### config.mk
export PLATFORM = sky130hd
export DESIGN_NAME = averaged_low_battery_monitor_core
export DESIGN_NICKNAME = d
export VERILOG_FILES = /design/src/rtl/albm_pkg.sv /design/src/rtl/albm_ctrl.sv /design/src/rtl/albm_dp.sv /design/src/rtl/averaged_low_battery_monitor_core.sv
export SDC_FILE = /design/constraint.sdc
export NUM_CORES = 1
export LEC_CHECK = 0
export BUFFER_PORTS_ARGS = -buffer_cell sky130_fd_sc_hd__buf_4
export CORE_MARGIN = 2
export CORE_UTILIZATION = 30
export DETAILED_ROUTE_END_ITERATION = 7
export HOLD_SLACK_MARGIN = 0.08
export MAX_ROUTING_LAYER = met4
export PLACE_DENSITY = 0.5
export SLEW_MARGIN = 20
export SYNTH_ARGS = -nofsm -noshare
export SYNTH_HDL_FRONTEND = slang
export SYNTH_HIERARCHICAL = 1
export SYNTH_SLANG_ARGS = --single-unit
### constraint.sdc
create_clock -name clk -period 3.5 [get_ports clk]
set_input_delay 0.7 -clock clk [delete_from_list [all_inputs] [get_ports clk]]
set_output_delay 0.7 -clock clk [all_outputs]
set_load 0.1 [all_outputs]
### src/rtl/albm_pkg.sv
package albm_pkg;

  localparam int ADC_BITS = 12;

  localparam int TICK_W   = 32;
  localparam int SUM_W    = 16;
  localparam int CNT_W    = 4;
  localparam int CFG_W    = 32;
  localparam int CFG_IDX_W = 2;
  localparam int DIV_STEPS = SUM_W;
  localparam int DIV_CNT_W = $clog2(DIV_STEPS);

  localparam int IN_BITS  = TICK_W + 1 + ADC_BITS;
  localparam int IN_DATA_W = ((IN_BITS + 7) / 8) * 8;
  localparam int OUT_BITS = 1 + SUM_W + 1 + 1;
  localparam int OUT_DATA_W = ((OUT_BITS + 7) / 8) * 8;

  localparam logic signed [15:0] THRESH_RESET   = 16'sd734;
  localparam logic [CNT_W-1:0]   SPA_RESET      = 4'd10;
  localparam logic [TICK_W-1:0]  INTERVAL_RESET = 32'd60000;

  typedef enum logic [CFG_IDX_W-1:0] {
    CFG_LOW_THRESHOLD       = 2'd0,
    CFG_SAMPLES_PER_AVERAGE = 2'd1,
    CFG_MEASURE_INTERVAL    = 2'd2
  } cfg_index_t;

  typedef enum logic [1:0] {
    PH_EVAL   = 2'd0,
    PH_START  = 2'd1,
    PH_RESULT = 2'd2
  } phase_t;

  typedef enum logic [1:0] {
    ACT_IDLE    = 2'd0,
    ACT_EVAL    = 2'd1,
    ACT_STARTED = 2'd2,
    ACT_SAMPLE  = 2'd3
  } action_t;

  typedef enum logic [1:0] {
    ST_IDLE,
    ST_EXEC,
    ST_DIV,
    ST_WRITE
  } ctrl_state_t;

  typedef struct packed {
    logic capture;
    logic div_start;
    logic div_step;
    logic commit;
  } albm_cmd_t;

  typedef struct packed {
    logic do_eval;
    logic out_free;
  } albm_sts_t;

endpackage

### src/rtl/albm_ctrl.sv
module albm_ctrl (
  input  logic                clk,
  input  logic                rst,
  input  logic                in_valid,
  output logic                in_ready,
  input  albm_pkg::albm_sts_t sts,
  output albm_pkg::albm_cmd_t cmd
);

  albm_pkg::ctrl_state_t state, state_next;
  logic [albm_pkg::DIV_CNT_W-1:0] div_cnt, div_cnt_next;

  always_ff @(posedge clk) begin
    if (rst) begin
      state   <= albm_pkg::ST_IDLE;
      div_cnt <= '0;
    end else begin
      state   <= state_next;
      div_cnt <= div_cnt_next;
    end
  end

  always_comb begin
    state_next   = state;
    div_cnt_next = div_cnt;
    cmd          = '0;
    in_ready     = 1'b0;
    unique case (state)
      albm_pkg::ST_IDLE: begin
        in_ready = 1'b1;
        if (in_valid) begin
          cmd.capture = 1'b1;
          state_next  = albm_pkg::ST_EXEC;
        end
      end
      albm_pkg::ST_EXEC: begin
        if (sts.do_eval) begin
          cmd.div_start = 1'b1;
          div_cnt_next  = '0;
          state_next    = albm_pkg::ST_DIV;
        end else begin
          state_next = albm_pkg::ST_WRITE;
        end
      end
      albm_pkg::ST_DIV: begin
        cmd.div_step = 1'b1;
        div_cnt_next = div_cnt + 1'b1;
        if (div_cnt == albm_pkg::DIV_CNT_W'(albm_pkg::DIV_STEPS - 1)) begin
          state_next = albm_pkg::ST_WRITE;
        end
      end
      albm_pkg::ST_WRITE: begin
        if (sts.out_free) begin
          cmd.commit = 1'b1;
          state_next = albm_pkg::ST_IDLE;
        end
      end
      default: state_next = albm_pkg::ST_IDLE;
    endcase
  end

endmodule

### src/rtl/albm_dp.sv
module albm_dp (
  input  logic                                   clk,
  input  logic                                   rst,
  input  logic                                   cfg_we,
  input  logic [albm_pkg::CFG_IDX_W-1:0]         cfg_index,
  input  logic [albm_pkg::CFG_W-1:0]             cfg_data,
  input  logic [albm_pkg::TICK_W-1:0]            in_tick_now,
  input  logic                                   in_sound_busy,
  input  logic signed [albm_pkg::ADC_BITS-1:0]   in_adc_sample,
  input  albm_pkg::albm_cmd_t                    cmd,
  output albm_pkg::albm_sts_t                    sts,
  input  logic                                   out_ready,
  output logic                                   out_valid,
  output logic [1:0]                             out_action,
  output logic                                   out_low_battery,
  output logic signed [albm_pkg::SUM_W-1:0]      out_average_value,
  output logic                                   out_adc_power,
  output logic                                   out_sense_drive
);

  logic signed [15:0]              low_threshold;
  logic [albm_pkg::CNT_W-1:0]      samples_per_average;
  logic [albm_pkg::TICK_W-1:0]     measure_interval;

  albm_pkg::phase_t                phase;
  logic [albm_pkg::TICK_W-1:0]     next_measure_time;
  logic [albm_pkg::SUM_W-1:0]      sample_sum;
  logic [albm_pkg::CNT_W-1:0]      sample_count;
  logic [albm_pkg::SUM_W-1:0]      last_average;

  logic [albm_pkg::TICK_W-1:0]     tick_now;
  logic                            sound_busy;
  logic signed [albm_pkg::ADC_BITS-1:0] adc_sample;

  logic [albm_pkg::SUM_W-1:0]      quo;
  logic [albm_pkg::CNT_W-1:0]      rem;
  logic [albm_pkg::CNT_W-1:0]      divisor;
  logic [albm_pkg::CNT_W:0]        trial;
  logic                            trial_ok;

  logic                            active;
  logic [albm_pkg::SUM_W-1:0]      sample_ext;
  logic [albm_pkg::CNT_W-1:0]      count_inc;
  albm_pkg::phase_t                phase_next;
  logic [albm_pkg::TICK_W-1:0]     next_measure_time_next;
  logic [albm_pkg::SUM_W-1:0]      sample_sum_next;
  logic [albm_pkg::CNT_W-1:0]      sample_count_next;
  logic [albm_pkg::SUM_W-1:0]      last_average_next;
  logic [1:0]                      action_next;
  logic                            alarm_next;

  always_ff @(posedge clk) begin
    if (rst) begin
      low_threshold       <= albm_pkg::THRESH_RESET;
      samples_per_average <= albm_pkg::SPA_RESET;
      measure_interval    <= albm_pkg::INTERVAL_RESET;
    end else if (cfg_we) begin
      unique case (cfg_index)
        albm_pkg::CFG_LOW_THRESHOLD:       low_threshold <= signed'(cfg_data[15:0]);
        albm_pkg::CFG_SAMPLES_PER_AVERAGE:
          samples_per_average <= cfg_data[albm_pkg::CNT_W-1:0];
        albm_pkg::CFG_MEASURE_INTERVAL:
          measure_interval <= cfg_data[albm_pkg::TICK_W-1:0];
        default: ;
      endcase
    end
  end

  always_ff @(posedge clk) begin
    if (cmd.capture) begin
      tick_now   <= in_tick_now;
      sound_busy <= in_sound_busy;
      adc_sample <= in_adc_sample;
    end
  end

  assign divisor  = (sample_count == '0) ? albm_pkg::CNT_W'(1) : sample_count;
  assign trial    = {rem, quo[albm_pkg::SUM_W-1]};
  assign trial_ok = trial >= {1'b0, divisor};

  always_ff @(posedge clk) begin
    if (cmd.div_start) begin
      quo <= sample_sum;
      rem <= '0;
    end else if (cmd.div_step) begin
      quo <= {quo[albm_pkg::SUM_W-2:0], trial_ok};
      rem <= trial_ok ? albm_pkg::CNT_W'(trial - {1'b0, divisor})
                      : trial[albm_pkg::CNT_W-1:0];
    end
  end

  assign active       = !sound_busy && (next_measure_time <= tick_now);
  assign sts.do_eval  = active && (phase == albm_pkg::PH_EVAL);
  assign sts.out_free = !out_valid || out_ready;

  assign sample_ext = albm_pkg::SUM_W'(adc_sample);
  assign count_inc  = sample_count + 1'b1;

  always_comb begin
    phase_next             = phase;
    next_measure_time_next = next_measure_time;
    sample_sum_next        = sample_sum;
    sample_count_next      = sample_count;
    last_average_next      = last_average;
    action_next            = albm_pkg::ACT_IDLE;
    alarm_next             = 1'b0;
    if (active) begin
      unique case (phase)
        albm_pkg::PH_EVAL: begin
          last_average_next      = quo;
          alarm_next             = signed'(quo) < low_threshold;
          phase_next             = albm_pkg::PH_START;
          next_measure_time_next = tick_now + measure_interval;
          sample_sum_next        = '0;
          sample_count_next      = '0;
          action_next            = albm_pkg::ACT_EVAL;
        end
        albm_pkg::PH_RESULT: begin
          sample_sum_next   = sample_sum + sample_ext;
          sample_count_next = count_inc;
          phase_next        = (count_inc >= samples_per_average) ? albm_pkg::PH_EVAL
                                                                 : albm_pkg::PH_START;
          action_next       = albm_pkg::ACT_SAMPLE;
        end
        default: begin
          phase_next  = albm_pkg::PH_RESULT;
          action_next = albm_pkg::ACT_STARTED;
        end
      endcase
    end
  end

  always_ff @(posedge clk) begin
    if (rst) begin
      phase             <= albm_pkg::PH_START;
      next_measure_time <= '0;
      sample_sum        <= '0;
      sample_count      <= '0;
      last_average      <= '0;
    end else if (cmd.commit) begin
      phase             <= phase_next;
      next_measure_time <= next_measure_time_next;
      sample_sum        <= sample_sum_next;
      sample_count      <= sample_count_next;
      last_average      <= last_average_next;
    end
  end

  always_ff @(posedge clk) begin
    if (rst) begin
      out_valid <= 1'b0;
    end else if (cmd.commit) begin
      out_valid <= 1'b1;
    end else if (out_ready) begin
      out_valid <= 1'b0;
    end
  end

  always_ff @(posedge clk) begin
    if (cmd.commit) begin
      out_action        <= action_next;
      out_low_battery   <= alarm_next;
      out_average_value <= signed'(last_average_next);
      out_adc_power     <= (phase_next == albm_pkg::PH_RESULT);
      out_sense_drive   <= (phase_next == albm_pkg::PH_RESULT);
    end
  end

endmodule

### src/rtl/averaged_low_battery_monitor_core.sv
// A beat that takes no evaluation passes from capture through the execute and write states;
// an evaluating beat also runs the 16-step restoring divider. The write waits until the output
// register is free, and a new beat is accepted only after the previous one has been written.
// The next beat is accepted while the previous result still waits in the output register.
// Synchronous active-high reset loads the register defaults, puts the sequencer in the
// start phase, clears the accumulator, count, average and next measure time.
module averaged_low_battery_monitor_core (
  input  logic                                clk,
  input  logic                                rst,
  input  logic                                cfg_we,
  input  logic [albm_pkg::CFG_IDX_W-1:0]      cfg_index,
  input  logic [albm_pkg::CFG_W-1:0]          cfg_data,
  input  logic                                s_tvalid,
  output logic                                s_tready,
  // Fields from bit 0: tick_now[31:0], sound_busy, adc_sample, zero fill.
  input  logic [albm_pkg::IN_DATA_W-1:0]      s_tdata,
  output logic                                m_tvalid,
  input  logic                                m_tready,
  // Fields from bit 0: low_battery, average_value[15:0], adc_power, sense_drive, zero fill.
  output logic [albm_pkg::OUT_DATA_W-1:0]     m_tdata,
  // Fields from bit 0: action[1:0].
  output logic [1:0]                          m_tuser
);

  albm_pkg::albm_cmd_t cmd;
  albm_pkg::albm_sts_t sts;

  logic                                 low_battery;
  logic signed [albm_pkg::SUM_W-1:0]    average_value;
  logic                                 adc_power;
  logic                                 sense_drive;

  albm_ctrl u_ctrl (
    .clk      (clk),
    .rst      (rst),
    .in_valid (s_tvalid),
    .in_ready (s_tready),
    .sts      (sts),
    .cmd      (cmd)
  );

  albm_dp u_dp (
    .clk               (clk),
    .rst               (rst),
    .cfg_we            (cfg_we),
    .cfg_index         (cfg_index),
    .cfg_data          (cfg_data),
    .in_tick_now       (s_tdata[albm_pkg::TICK_W-1:0]),
    .in_sound_busy     (s_tdata[albm_pkg::TICK_W]),
    .in_adc_sample     (signed'(s_tdata[albm_pkg::TICK_W+albm_pkg::ADC_BITS:albm_pkg::TICK_W+1])),
    .cmd               (cmd),
    .sts               (sts),
    .out_ready         (m_tready),
    .out_valid         (m_tvalid),
    .out_action        (m_tuser),
    .out_low_battery   (low_battery),
    .out_average_value (average_value),
    .out_adc_power     (adc_power),
    .out_sense_drive   (sense_drive)
  );

  assign m_tdata = albm_pkg::OUT_DATA_W'({sense_drive, adc_power, average_value, low_battery});

endmodule

==> results of run 1 <==
==> metal layers <==
| metal | part of all wire (%) | vias to the layer above | wire length, um | track usage, % |
|---|---|---|---|---|
| met5 | 0 | - | 0 | - |
| met3 | 4.5 | 41 | 1356 | 2.717 |
| li1 | - | 4613 | - | - |
| met4 | 2.4 | 0 | 724 | 3.918 |
| met1 | 46 | 4196 | 13650 | 19.00 |
| met2 | 48 | 151 | 14250 | 25.26 |
==> worst register-to-register path: stages (launching register included) <==
cell	delay (ns)
edfxtp_1	0.38
inv_1	0.06
ha_1	0.31
nand4_1	0.23
a2111o_1	0.51
a31oi_2	0.51
nor4_4	0.07
nand2_1	0.10
inv_1	0.06
and2_1	0.18
buf_12	0.16
or2_2	0.31
buf_12	0.16
==> power groups by stage <==
| stage | Combinational, uW | Sequential (uW) | Clock, uW |
|---|---|---|---|
| after global placement | 1940 | 3170 | 0 |
| after floorplan | 1310 | 3240 | 0 |
| after global routing | 2190 | 3150 | 3080 |
| after CTS | 1970 | 3110 | 2990 |
| final | 1960 | 3110 | 2890 |
| after detailed placement | 1960 | 3160 | 0 |
==> timing repair <==
item                                    4_1_cts  5_1_grt
resized for setup                             0        3
endpoints found under the hold margin         0        0
endpoints found under the setup margin        0       31
==> worst max path at each step <==
stage / to / cells past startpoint / slack, ns / start
2_1_floorplan: u_dp/quo[0] / 13 / 0.22 / u_dp/tick_now[26]
3_3_place_gp: u_dp/quo[1] / 13 / 0.16 / u_dp/tick_now[11]
3_5_place_dp: u_dp/quo[1] / 13 / 0.13 / u_dp/tick_now[9]
4_1_cts: u_dp/quo[7] / 13 / 0.09 / u_dp/tick_now[9]
5_1_grt: u_dp/quo[7] / 12 / 0.03 / u_dp/tick_now[11]
6_report: u_dp/quo[1] / 12 / 0.21 / u_dp/tick_now[14]
==> cells by family after synthesis <==
family,after synthesis,share of synthesized area [%]
compound gates,307,16.75
xor+xnor,31,2.353
fa+ha+maj,111,12.23
buf+inv,137,4.922
flops,214,44.15
mux,38,3.632
other cells,1,0.03250
simple gates,390,15.93
==> layout make-up <==
cell class              instances  area share [%]
multi-input cells             882           42.61
flip-flops and latches        214           36.66
repair buffers                130           7.293
clock buffers                  30           4.943
well taps                     511           4.601
inverters                      82           2.215
clock inverters                19           1.675
==> through the flow <==
step,power [uW],hold slack [ns],setup slack [ns]
floorplan,4556,0.4329,0.2201
global placement,5104,0.4380,0.1647
detailed placement,5124,0.4472,0.1282
CTS,8079,0.2924,0.09075
global route,8414,0.3001,0.02565
finish,7964,0.3277,0.2055
==> layout by cell type, fill, tap and decap left out, types with 36 or more instances in the layout <==
cell type,netlist,layout
edfxtp_1,81,81
a21oi_1,137,137
ha_1,108,108
dfxtp_1,133,133
nand2_1,198,198
nor2_1,49,49
o21ai_0,40,40
inv_1,81,81
buf_4,10,127
nand3_1,36,36
==> registers in the layout, summed over array words and instances, names as in the netlist <==
register                  count
u_dp/adc_sample              12
u_dp/out_average_value       16
u_dp/out_low_battery          1
u_dp/next_measure_time       32
u_dp/out_valid                1
u_dp/sound_busy               1
u_dp/measure_interval        32
u_dp/sample_sum              16
u_ctrl/div_cnt                4
u_dp/last_average            16
u_ctrl/state                  2
u_dp/sample_count             4
u_dp/rem                      4
u_dp/out_action               2
u_dp/quo                     16
u_dp/samples_per_average      4
u_dp/tick_now                32
u_dp/phase                    2
u_dp/out_sense_drive          1
u_dp/low_threshold           16
==> cell usage after synthesis (21+ instances only) <==
library cell    n
xnor2_1        21
clkbuf_1       30
dfxtp_1       133
a21oi_1       137
mux2_2         31
nand3_1        36
nand2_1       198
ha_1          108
o21ai_0        40
edfxtp_1       81
nor2_1         49
inv_1          81
==> metrics.txt, run 1 <==
library cells used by synthesis 76; launching element type of the critical path flip-flop; total global routing overflow 0; EDFF count, synth 81; I/O pin total 115; Worst-Skew Late Latency 0.55 ns; FMAX 0.3035 GHz; port buffer count 106; Critical Path AT 3.59 ns; area of combinational cells with multiple inputs 5922 sq um; post-route minimum period 3.294 ns; kind of critical path flip-flop to flip-flop; number of instances on the worst hold path 1; total CTS buffers 27; clock skew 0.02220 ns; share of synthesized registers carrying an async set or reset 0%; share of power burned in combinational logic 24.6%; share of power burned in the clock network 36.3%; Chip Height 200.1 um; static leakage 0.005674 uW; first-pass GRT wire length 47.58 mm; overall fraction of global-route tracks in use 15.18%; die area 40050 sq um; maximum buffer depth of the clock tree 3; CTS clk-pin slew, worst paths 0.06 ns; Routed WL 29.98 mm; number of instances in the placed design 1819; crit-path max FO 21; reg-to-reg critical path endpoint u_dp/quo[1]; number of detailed-routing iterations run before antenna repair 6; setup slack of the most critical reg-to-reg path 0.21 ns; DR iter-0 viols 422; post-detailed-route count of antenna-violating nets 0; H-tree levels 1; sw power 2537 uW; fill count 3820; sum of negative setup slack 0 ns; critical path cell sequence inv_1, ha_1, nand4_1, a2111o_1, a31oi_2, nor4_4, nand2_1, inv_1, and2_1, buf_12, or2_2, buf_12; ANT cells 0; core outline area 37760 sq um; Power Density 573.0 nW/um^2; CTS Sinks 214; drt drc 0; Syn Area/Cell 9.390 sq um; area post-placement 12950 sq um; routability cong. 0.8451; sequential cell fraction of total power 39.1%; Buffers & Inverters on Critical Path 4; post-detail-place hpwl 22.02 mm; proportion of synthesized chip area in sequential cells 44.15%; Final Non-Filler Cells 1868; status finished, final reports clean; Sw Share 31.86%; number of antenna violations at the first check in global routing 0; Hold Startpoint s_tdata[13]; Vias 9001; x dimension of the die 200.1 um; top post-synthesis cells by area dfxtp_1 (23%), edfxtp_1 (21%), ha_1 (12%), nand2_1 (6.4%), a21oi_1 (5.9%); top cell type by total area after synthesis dfxtp_1; buffers inserted by post-CTS timing repair 0; most used flip-flop cell after synthesis dfxtp_1; worst flop-to-flop path startpoint u_dp/tick_now[14]; fraction of final layout cells sized beyond drive strength 1 16.29%; Internal 5427 uW; CTS tree done; Relative slew margins 51.12%; kind of end point of the critical path flip-flop; final hold violation count 0; share of the cycle needed by the critical path after routing 94.13%; max-slew violation count 0; Area growth syn-to-layout 20.43%; end point of the worst hold path u_dp/tick_now[13]; ratio of routed vias to standard cells 4.819; number of synthesized register bits 214; starting utilization of the core area 30.57%; Hold Crit Class input pin to flip-flop; num rows 71; worst-case vdd ir drop 0.3158 mV; maximum number of pins on one net before global-route repair 56; hold-fix buffers at CTS 0; RSZ-0062 raised after global routing false; r2r worst-path depth 12; slowest stage delay, CP 0.51 ns; final layout net count 1535; count of max-cap constraint violations 0; cell with the biggest individual delay on the critical path a2111o_1; vias in the first global route 8750; share of the synthesized area in the top cell type 23.07%; Core Util, Final 36.81%; root buf cell clkbuf_16; endpoint required time on the critical path 3.80 ns; post-synth design cell area 11540 sq um; setup violators final 0; Routed wire per std cell 16.05 um; final design instance area without fill 13900 sq um; slew at the pin closest to its max-slew limit 0.7311 ns; synthesized netlist cell count 1229; Ys Warns 6; area taken by flip-flops and latches 5095 sq um; family of cells with the greatest summed delay on the critical path compound AO/OA/AOI/OAI gates
Power figures use the tool's default switching activity.
==> run 2, diff against run 1 <==
Settings changed: CAP_MARGIN from default to 20, CORE_MARGIN 2 to default, PLACE_DENSITY 0.5 to 0.48.
Clock period 3.5 ns to 3.3 ns, I/O delays scaled along.
==> run 2 against run 1 <==
Net effect: via count grew 0.11%; critical path depth grew 1; core utilization grew 0.18 points; highest routed layer unchanged.
==> metrics.txt, run 2 (synthesized netlist as in run 1, its figures left out) <==
overall fraction of global-route tracks in use 15.93%; status finished, final reports clean; Chip Height 198.1 um; final design instance area without fill 13960 sq um; CTS tree done; starting utilization of the core area 30.57%; maximum buffer depth of the clock tree 3; most common cell after layout, fill and taps aside nand2_1; fraction of final layout cells sized beyond drive strength 1 16.78%; Hold Startpoint s_tdata[36]; vias in the first global route 8759; cell with the biggest individual delay on the critical path edfxtp_1; static leakage 0.005694 uW; final layout net count 1549; number of detailed-routing iterations run before antenna repair 5; slew at the pin closest to its max-slew limit 0.7220 ns; Vias 9011; DR iter-0 viols 450; worst-case vdd ir drop 0.3843 mV; Relative slew margins 51.86%; share of the cycle needed by the critical path after routing 95.06%; FMAX 0.3188 GHz; Power Density 578.4 nW/um^2; post-detail-place hpwl 22.07 mm; routability cong. 0.8700; CTS Sinks 214; total CTS buffers 26; sw power 2652 uW; Hold Crit Class input pin to flip-flop; clock skew 0.006647 ns; final hold violation count 0; number of antenna violations at the first check in global routing 0; Critical Path AT 3.43 ns; Sw Share 32.84%; ratio of routed vias to standard cells 4.788; Routed wire per std cell 16.37 um; count of max-cap constraint violations 0; Worst-Skew Late Latency 0.54 ns; kind of end point of the critical path flip-flop; post-detailed-route count of antenna-violating nets 0; first-pass GRT wire length 47.40 mm; crit-path max FO 16; Internal 5424 uW; x dimension of the die 198.1 um; H-tree levels 1; root buf cell clkbuf_16; setup violators final 0; reg-to-reg critical path endpoint u_dp/quo[4]; critical path cell sequence inv_1, ha_1, nand4_1, buf_4, a2111o_1, a31oi_2, nor4_4, nand2_1, inv_2, and2_4, buf_12, or2_2, buf_12; Area growth syn-to-layout 21.00%; share of power burned in combinational logic 26.1%; ANT cells 0; die area 39250 sq um; port buffer count 106; cell mode on critical path buf_12; registers with the highest flip-flop counts u_dp/measure_interval (32), u_dp/next_measure_time (32), u_dp/tick_now (32); drt drc 0; commonest cells after routing, fill and taps aside nand2_1 (198), buf_4 (137), a21oi_1 (136), dfxtp_1 (133), ha_1 (107); maximum number of pins on one net before global-route repair 61; CTS clk-pin slew, worst paths 0.06 ns; sequential cell fraction of total power 41.0%; kind of critical path flip-flop to flip-flop; launching element type of the critical path flip-flop; core outline area 37760 sq um; max-slew violation count 0; worst flop-to-flop path startpoint u_dp/tick_now[14]; number of instances on the worst hold path 1; num rows 71; share of power burned in the clock network 33.0%; r2r worst-path depth 13; area post-placement 13050 sq um; I/O pin total 115; fill count 3835; slowest stage delay, CP 0.39 ns; Routed WL 30.81 mm; endpoint required time on the critical path 3.60 ns; Fin Hold WS 0.2950 ns; post-route minimum period 3.137 ns; total global routing overflow 0; setup slack of the most critical reg-to-reg path 0.16 ns; end point of the worst hold path u_dp/adc_sample[3]
==> run 2: changes by cell type in the layout (fill, tap and decap cells not counted), moves of 2 or more <==
cell       change
bufinv_16      -5
clkbuf_8       +2
clkbuf_16      +2
buf_4         +10
clkbuf_1       +9
clkinv_2       -4
buf_12         +3
==> run 2: timing repair <==
action	4_1_cts	5_1_grt
resized for setup	0	10
endpoints found under the setup margin	0	60
setup buffers	0	5
hold buffers	0	0
==> run 2: power by group through the flow <==
stage	registers (uW)	clock network, uW	logic (uW)
3_5_place_dp	3360	0	2100
2_1_floorplan	3440	0	1390
5_1_grt	3340	2870	2340
6_report	3310	2660	2100
3_3_place_gp	3370	0	2070
4_1_cts	3310	2770	2110
==> run 2: critical path: cells and delay by family, from the launching register on <==
family                     cells  cell delay [ns]
and+or+nand+nor                5             0.84
AOI/OAI and AO/OA              2             0.74
buffers and inverters          5             0.60
DFF                            1             0.39
adders and majority gates      1             0.31
==> run 2: area by class of cell <==
class	count	area [sq um]	share of cell area, %
Tap cell	511	639.4	4.579
Multi-Input combinational cell	882	5944	42.57
Clock inverter	7	30.03	0.2151
Inverter	82	307.8	2.204
Timing Repair Buffer	145	1199	8.584
Sequential cell	214	5095	36.49
Clock buffer	41	748.2	5.358
==> run 2: through the flow <==
stage	std cells	util [%]	TNS, ns	total power (uW)	worst slack [ns]
final	1882	36.98	0	8077	0.1630
after CTS	1875	36.63	0	8199	0.0001665
after global routing	1882	36.98	-0.003002	8556	-0.003002
after global placement	1827	34.57	0	5431	0.03083
after detailed placement	1827	34.57	0	5463	0.007406
after floorplan	1233	-	0	4832	0.02012
==> run 2: metal layers <==
layer	GRT usage, %	wire length [um]	up-vias	share of wire [%]
li1	-	-	4634	-
met2	26.46	14700	144	48
met1	20.39	14380	4201	47
met3	2.555	1265	32	4.1
met5	-	0	-	0
met4	3.129	456	0	1.5
==> run 2: worst max path at each step <==
| stage | startpoint | endpoint | slack, ns | cells past startpoint |
|---|---|---|---|---|
| finish | u_dp/tick_now[14] | u_dp/quo[4] | 0.16 | 13 |
| global route | u_dp/tick_now[14] | u_dp/next_measure_time[3] | -0.003 | 13 |
| CTS | u_dp/tick_now[10] | u_dp/quo[4] | 0.0002 | 14 |
| detailed placement | u_dp/tick_now[26] | u_dp/quo[0] | 0.007 | 13 |
| global placement | u_dp/tick_now[10] | u_dp/quo[0] | 0.03 | 14 |
| floorplan | u_dp/tick_now[26] | u_dp/quo[0] | 0.02 | 13 |
==> run 3, diff against run 2 <==
--- a/config.mk
+++ b/config.mk
@@ -9,3 +9,3 @@
 export CAP_MARGIN = 20
-export CORE_UTILIZATION = 30
+export CORE_UTILIZATION = 50
 export DETAILED_ROUTE_END_ITERATION = 7
@@ -13,3 +13,3 @@
 export MAX_ROUTING_LAYER = met4
-export PLACE_DENSITY = 0.48
+export PLACE_DENSITY = 0.71
 export SLEW_MARGIN = 20
==> constraint.sdc (replaced) <==
create_clock -name clk -period 3.3 [get_ports clk]
set_input_delay 0.495 -clock clk [delete_from_list [all_inputs] [get_ports clk]]
set_output_delay 0.495 -clock clk [all_outputs]
set_load 0.1 [all_outputs]
==> run 3 against run 2 <==
Net effect: highest routed layer unchanged; critical path type unchanged; count of clock-buffer cells in the layout fell by 6; cell count down 13%; global-route usage grew 8.1 points; clock skew rose by 0.0096 ns; critical path depth is 2 lower; sequential power is essentially flat; register-to-register slack worse by 0.05 ns; cell area is 2.8% lower.
==> metrics.txt, run 3 (synthesized netlist as in run 1, its figures left out) <==
total CTS buffers 24; kind of end point of the critical path flip-flop; drt drc 0; I/O pin total 115; kind of critical path flip-flop to flip-flop; reg-to-reg critical path endpoint u_dp/next_measure_time[28]; Chip Height 153.9 um; Hold Startpoint s_tdata[39]; vias in the first global route 8921; number of instances in the placed design 1595; status finished, final reports clean; ratio of routed vias to standard cells 5.636; Hold Crit Class input pin to flip-flop; final layout net count 1537; clock skew 0.01629 ns; number of detailed-routing iterations run before antenna repair 5; overall fraction of global-route tracks in use 24.04%; max-slew violation count 0; endpoint required time on the critical path 3.77 ns; core outline area 22640 sq um; critical path cell sequence ha_1, inv_1, fa_1, nand2b_1, a21oi_1, o211a_1, o211ai_1, a21oi_1, a41oi_1, or4_1, nand3_1; Critical Path AT 3.66 ns; number of instances on the worst hold path 1; H-tree levels 1; port buffer count 106; count of max-cap constraint violations 0; setup slack of the most critical reg-to-reg path 0.11 ns; x dimension of the die 153.9 um; Routed wire per std cell 16.96 um; CTS clk-pin slew, worst paths 0.06 ns; fraction of final layout cells sized beyond drive strength 1 15.93%; Setup Slack @ Placement 0.1176 ns; slowest stage delay, CP 0.45 ns; Vias 9249; root buf cell clkbuf_16; Power Density 591.1 nW/um^2; Buffers & Inverters on Critical Path 1; launching element type of the critical path flip-flop; post-route minimum period 3.185 ns; maximum number of pins on one net before global-route repair 44; Final Non-Filler Cells 1641; starting utilization of the core area 50.97%; total global routing overflow 0; worst-case vdd ir drop 0.6195 mV; number of antenna violations at the first check in global routing 0; crit-path max FO 3; CTS tree done; family of cells with the greatest summed delay on the critical path compound AO/OA/AOI/OAI gates; hold-fix buffers at CTS 0; Area growth syn-to-layout 17.55%; post-detailed-route count of antenna-violating nets 0; FMAX 0.3139 GHz; end point of the worst hold path u_dp/adc_sample[6]; cell mode on critical path a21oi_1; Relative slew margins 53.50%; share of the cycle needed by the critical path after routing 96.53%; Tot Pwr 8018 uW; cell with the biggest individual delay on the critical path or4_1; die area 23690 sq um; num rows 55; ANT cells 0; Worst-Skew Late Latency 0.54 ns; static leakage 0.005636 uW; commonest cells after routing, fill and taps aside nand2_1 (198), a21oi_1 (137), dfxtp_1 (133), buf_4 (129), ha_1 (108); worst flop-to-flop path startpoint u_dp/tick_now[0]; maximum buffer depth of the clock tree 3; Core Util, Final 59.92%; r2r worst-path depth 11; most common cell after layout, fill and taps aside nand2_1; routability cong. 0.9443; CTS Sinks 214; setup violators final 0; first-pass GRT wire length 44.37 mm; final setup slack of the worst path 0.1146 ns; post-detail-place hpwl 20.00 mm; registers with the highest flip-flop counts u_dp/measure_interval (32), u_dp/next_measure_time (32), u_dp/tick_now (32); Fin Hold WS 0.1302 ns; final hold violation count 0; slew at the pin closest to its max-slew limit 0.6885 ns; Routed WL 27.83 mm; DR iter-0 viols 523
-- run 3: worst max-delay path by stage --
stage	start	end	slack [ns]	cells after the start
after floorplan	u_dp/tick_now[26]	u_dp/quo[0]	0.02	13
after global placement	u_dp/tick_now[25]	u_dp/quo[3]	0.20	14
after detailed placement	u_dp/tick_now[25]	u_dp/quo[2]	0.12	13
after CTS	u_dp/tick_now[25]	u_dp/quo[3]	0.1	14
after global routing	u_dp/tick_now[11]	u_dp/quo[6]	-0.008	13
final	u_dp/tick_now[0]	u_dp/next_measure_time[28]	0.11	11
-- run 3: report_power, final --
part | internal [uW] | switching (uW)
clock network | 1550 | 1070
logic | 765 | 1330
registers | 3100 | 202
-- run 3: worst register-to-register path, delay by kind of cell (launching register included) --
kind	cells	cell delay, ns
AOI/OAI and AO/OA	5	1.35
buffers and inverters	1	0.06
adders and majority gates	2	0.58
and+or+nand+nor	3	0.75
DFF	1	0.39
-- run 3: area by class of cell --
class	count	area [sq um]
repair buffers	135	1094
multi-input cells	882	5939
clock buffers	35	661.9
inverters	82	307.8
flip-flops and latches	214	5095
clock inverters	8	111.4
well taps	285	356.6
fillers	1939	9075
-- run 3: metal layers --
metal | GRT usage [%] | routed length [um] | vias to the layer above
met5 | - | 0 | -
met4 | 7.619 | 731 | 0
met3 | 3.100 | 1164 | 49
met2 | 40.43 | 13490 | 220
met1 | 29.98 | 12440 | 4369
li1 | - | - | 4611
-- run 3: stage by stage --
step	setup TNS (ns)	area, sq um
2_1_floorplan	0	11550
3_3_place_gp	0	12710
3_5_place_dp	0	12710
4_1_cts	0	13480
5_1_grt	-0.1063	13570
6_report	0	13570
-- run 3: what timing repair did --
item	CTS	global route
endpoints found under the setup margin	0	46
resized for setup	0	8
setup buffers	0	2
